<file path="src/hw/rtl/ictab_pkg.sv">
// Shared types and constants for the per-context instruction count table.
`timescale 1ns / 1ps
`default_nettype none
package ictab_pkg;

  localparam int          TABLE_ENTRIES_DEF = 64;
  localparam logic [63:0] MIN_ASID_RST      = 64'd10;

  typedef enum logic [1:0] {
    OP_SWITCH    = 2'd0,
    OP_QUERY_ID  = 2'd1,
    OP_QUERY_CUR = 2'd2
  } op_t;

  typedef enum logic [1:0] {
    ST_DONE    = 2'd0,
    ST_IGNORED = 2'd1,
    ST_FULL    = 2'd2
  } status_t;

  typedef enum logic [2:0] {
    S_IDLE,
    S_DEC,
    S_SCAN,
    S_FIN,
    S_OUT
  } state_t;

  // operands for the shared add / compare unit
  typedef struct packed {
    logic [63:0] a;
    logic [63:0] b;
    logic        inv;
    logic        cin;
    logic [63:0] tag;
    logic [63:0] key;
  } alu_req_t;

  typedef struct packed {
    logic tag_we;
    logic fac_we;
  } mem_wen_t;

endpackage
`default_nettype wire

</file>
<file path="src/hw/rtl/ictab_alu.sv">
// Shared 64-bit adder and tag comparator used by the table sequencer.
`timescale 1ns / 1ps
`default_nettype none
module ictab_alu import ictab_pkg::*; (
  input  alu_req_t    req,
  output logic [63:0] sum,
  output logic        eq
);

  logic [63:0] b_op;

  // a + ~b gives a - 1 - b; with carry in it is a - b
  assign b_op = req.inv ? ~req.b : req.b;
  assign sum  = req.a + b_op + {63'd0, req.cin};
  assign eq   = (req.tag == req.key);

endmodule
`default_nettype wire

</file>
<file path="config.mk">
export PLATFORM = sky130hd
export DESIGN_NAME = ictab_alu
export DESIGN_NICKNAME = d
export VERILOG_FILES = /design/src/hw/rtl/ictab_pkg.sv /design/src/hw/rtl/ictab_alu.sv
export SDC_FILE = /design/constraint.sdc
export NUM_CORES = 1
export LEC_CHECK = 0
export ABC_AREA = 1
export BUFFER_PORTS_ARGS = -buffer_cell sky130_fd_sc_hd__buf_2
export CAP_MARGIN = 20
export CORE_ASPECT_RATIO = 1.5
export CORE_MARGIN = 4
export CORE_UTILIZATION = 28
export DETAILED_ROUTE_END_ITERATION = 10
export PLACE_DENSITY = 0.55
export RECOVER_POWER = 25
export SLEW_MARGIN = 20
export SYNTH_ARGS = -nofsm -noshare
export SYNTH_HDL_FRONTEND = slang
export SYNTH_SLANG_ARGS = --single-unit
</file>
<file path="constraint.sdc">
create_clock -name vclk -period 8.03
set_input_delay 1.2045 -clock vclk [all_inputs]
set_output_delay 1.2045 -clock vclk [all_outputs]
set_load 0.01 [all_outputs]
</file>
# Word-level counts from Yosys, hierarchy flattened
# Index checks and enable logic that the tools add are counted.
[classes]
addsub = 2
mux = 1
eq_ne = 1
n_bitwise = 1
[ops]
columns = ["cell", "n"]
rows = [
  ["$add A64 B1 Y64", 1],
  ["$add A64 B64 Y64", 1],
  ["$eq A64 B64 Y1", 1],
  ["$mux W64", 1],
  ["$not A64 Y64", 1],
]
[word_totals]
out_inout_bits = 65
in_bits = 258
reg_bits = 0

# Longest topological paths before layout
[logic_depth]
word_depth = 4
depth_mapped = 18
mapped_depth_nobuf = 16

# Least setup slack after synthesis
# No wires, ideal clock.
[synth_path]
path_type = "input to output"
start = "in req[129] in the netlist's numbering"
end = "out sum[32]"
t_arrival_ns = 3.475
stages = 15
slack_ns = 3.351
cell_sequence = "buf_2 -> buf_2 -> xnor2_1 -> fa_1 -> fa_1 -> inv_1 -> nand3_1 -> nand2_2 -> nand2_1 -> nand2_2 -> nand3_1 -> nand2_1 -> nand2_1 -> nand2_1 -> xor2_1"
[synth_between]
elab_chain_len = 3
[synth_lines]
columns = ["element", "line", "rtl"]
rows = [
  ["start: declaration", "ictab_alu.sv:5", "input alu_req_t req,"],
  ["$mux W64", "ictab_alu.sv:13", "assign b_op = req.inv ? ~req.b : req.b;"],
  ["$add A64 B64 Y64", "ictab_alu.sv:14", "assign sum = req.a + b_op + {63'd0, req.cin};"],
  ["$add A64 B1 Y64", "ictab_alu.sv:14", ""],
  ["end: declaration", "ictab_alu.sv:6", "output logic [63:0] sum,"],
]
# No other way between the ends.

# Worst setup path in the final report
[layout_path]
start = "in req[129] in the netlist's numbering"
end = "out sum[26]"
# The elaborated chain is that of the path after synthesis.

==> summary.txt <==
Worst Hold Depth: 5
Die Ht: 206 µm
post-synthesis sequential area ratio: 0%
Rows: 72
Die X: 140 µm
share of layout cells above drive strength 1: 19.2%
Worst-Margin Slew: 1.10 ns
run status: complete, no violations
Seq. cell area: 0 µm²
syn nets: 1817
most common cell in the netlist: nand2_1
sequential cell count: 0
worst-path maximum fanout: 64
Peak VDD IR: 0.0511 mV
LEAKAGE: 6.12 nW
placed instance area: 0.00929 mm²
Final min period: 5.66 ns
Vias: 9469
DRT iter0 DRCs: 458
Power Density: 105 mW/mm²
IO Count: 323
final hold violation count: 0
Design Area, Final: 0.00927 mm²
drt drc: 0
post-cts resize count: 0
Mapped Area: 0.00730 mm²
Post-synth top cells: nand2_1 (629), inv_1 (337), nor2_1 (118), xor2_1 (118), ha_1 (62)
largest area contributor in the netlist: nand2_1
share of the synthesized area in the top cell type: 32.4%
final wirelength: 33.1 mm
drt first pass iters: 5
Syn Inst Count: 1495
Worst Path Class, Setup: in -> out
RSZ-0062 raised after global routing: no
initial antenna violation count: 0
Final Setup Violations: 0
largest net degree at the start of global routing: 65
clkbuf count: 0
core area: 0.0258 mm²
Final Max Tran Viols: 0
Hold EP: sum[63]
Critical Path AT: 4.46 ns
highest clock rate: 177 MHz
grt ovf: 0
ANT cells: 0
Yosys warning count: 0
Avg Synthesized Cell Area: 4.88 µm²
starting density of the core: 28.3%
Synth cell types: 25
hold buffer count at cts: 0
critical hold path startpoint: req[257]
setup_tns: 0 ns
WP data required: 6.83 ns
worst min path class: in -> out
Setup Buffers After CTS: 0
Relative slew margins: 26.6%
final net count: 2134
final period utilization: 70.5%
synth top area cells: nand2_1 (32%), inv_1 (17%), xor2_1 (14%), ha_1 (11%), nor2_1 (6.1%)
number of global-route vias before repair: 8940
Worst Setup Start Kind: primary input
CP Capture Type: primary output
vias per cell: 4.42
Port Buf Inserts: 323
# fillers: 3068
Final GP Congestion: 0.983
Tot GR Track Use: 21.4%
multi-input logic area: 0.00597 mm²
die area: 0.0288 mm²
dpl hpwl: 30.5 mm
first-pass GRT wire length: 48.6 mm
max_cap viols: 0
wire per inst: 15.5 µm
Final Core Density: 36.0%
Hold WS: 2.79 ns
Post-DRT Antenna Nets: 0
Area Overhead vs Synth: 27.0%
==> report_power, final <==
part / internal, mW / leakage (nW) / switching, mW
combinational: 0.343 / 6.12 / 0.628
clock: 0 / 0 / 0
sequential: 0 / 0 / 0
total: 0.343 / 6.12 / 0.628
==> worst max-delay path, stage by stage <==
cell     delay, ns
buf_4         0.78
xnor2_1       0.20
fa_1          0.44
fa_1          0.42
inv_1         0.09
nand3_1       0.09
nand3_1       0.20
nand3_1       0.10
nand2_1       0.21
xor2_1        0.43
buf_2         0.22
==> routing by layer <==
layer,share of wire [%],vias up,global-route usage (%)
li1,-,5039,-
met1,41,4095,25.6
met2,51,299,40.5
met3,5.1,36,1.93
met4,3.0,0,5.51
met5,0,-,0
==> cells by family after synthesis <==
group	synth area share (%)
buf+inv	18.0
fa+ha+maj	11.2
compound gates	3.91
simple gates	49.2
xor+xnor	17.8
==> placed cells by master, fill, tap and decap left out, drive strengths merged <==
| cell type | n |
|---|---|
| nand2 | 644 |
| inv | 338 |
| buf | 312 |
| nor2 | 128 |
| xor2 | 118 |
| ha | 62 |
| nand3 | 58 |
| a21oi | 42 |
| xnor2 | 30 |
| nor3 | 26 |
| nand4 | 18 |
| clkbuf | 11 |
| or2 | 7 |
| o21ai | 6 |
| o21bai | 3 |
| nor4 | 2 |
| a211oi | 2 |
| fa | 2 |
| o211ai | 1 |
==> worst max path at each step <==
| stage | to | startpoint |
|---|---|---|
| floorplan | sum[32] | req[129] |
| global placement | sum[26] | req[129] |
| detailed placement | sum[26] | req[129] |
| CTS | sum[26] | req[129] |
| global route | sum[60] | req[129] |
| finish | sum[26] | req[129] |
==> metrics by stage <==
step                setup WS, ns  cells  power [mW]
floorplan                   3.35   1495       0.588
global placement            2.35   2143       0.984
detailed placement          2.35   2143       0.983
CTS                         2.33   2143       0.988
global route                2.15   2143        1.08
finish                      2.37   2143       0.971
==> area by class of cell <==
cell class	instances	area share, %
well taps	333	4.50
inverters	338	13.7
repair buffers	323	17.3
multi-input cells	1149	64.5
Power figures use the tool's default switching activity.
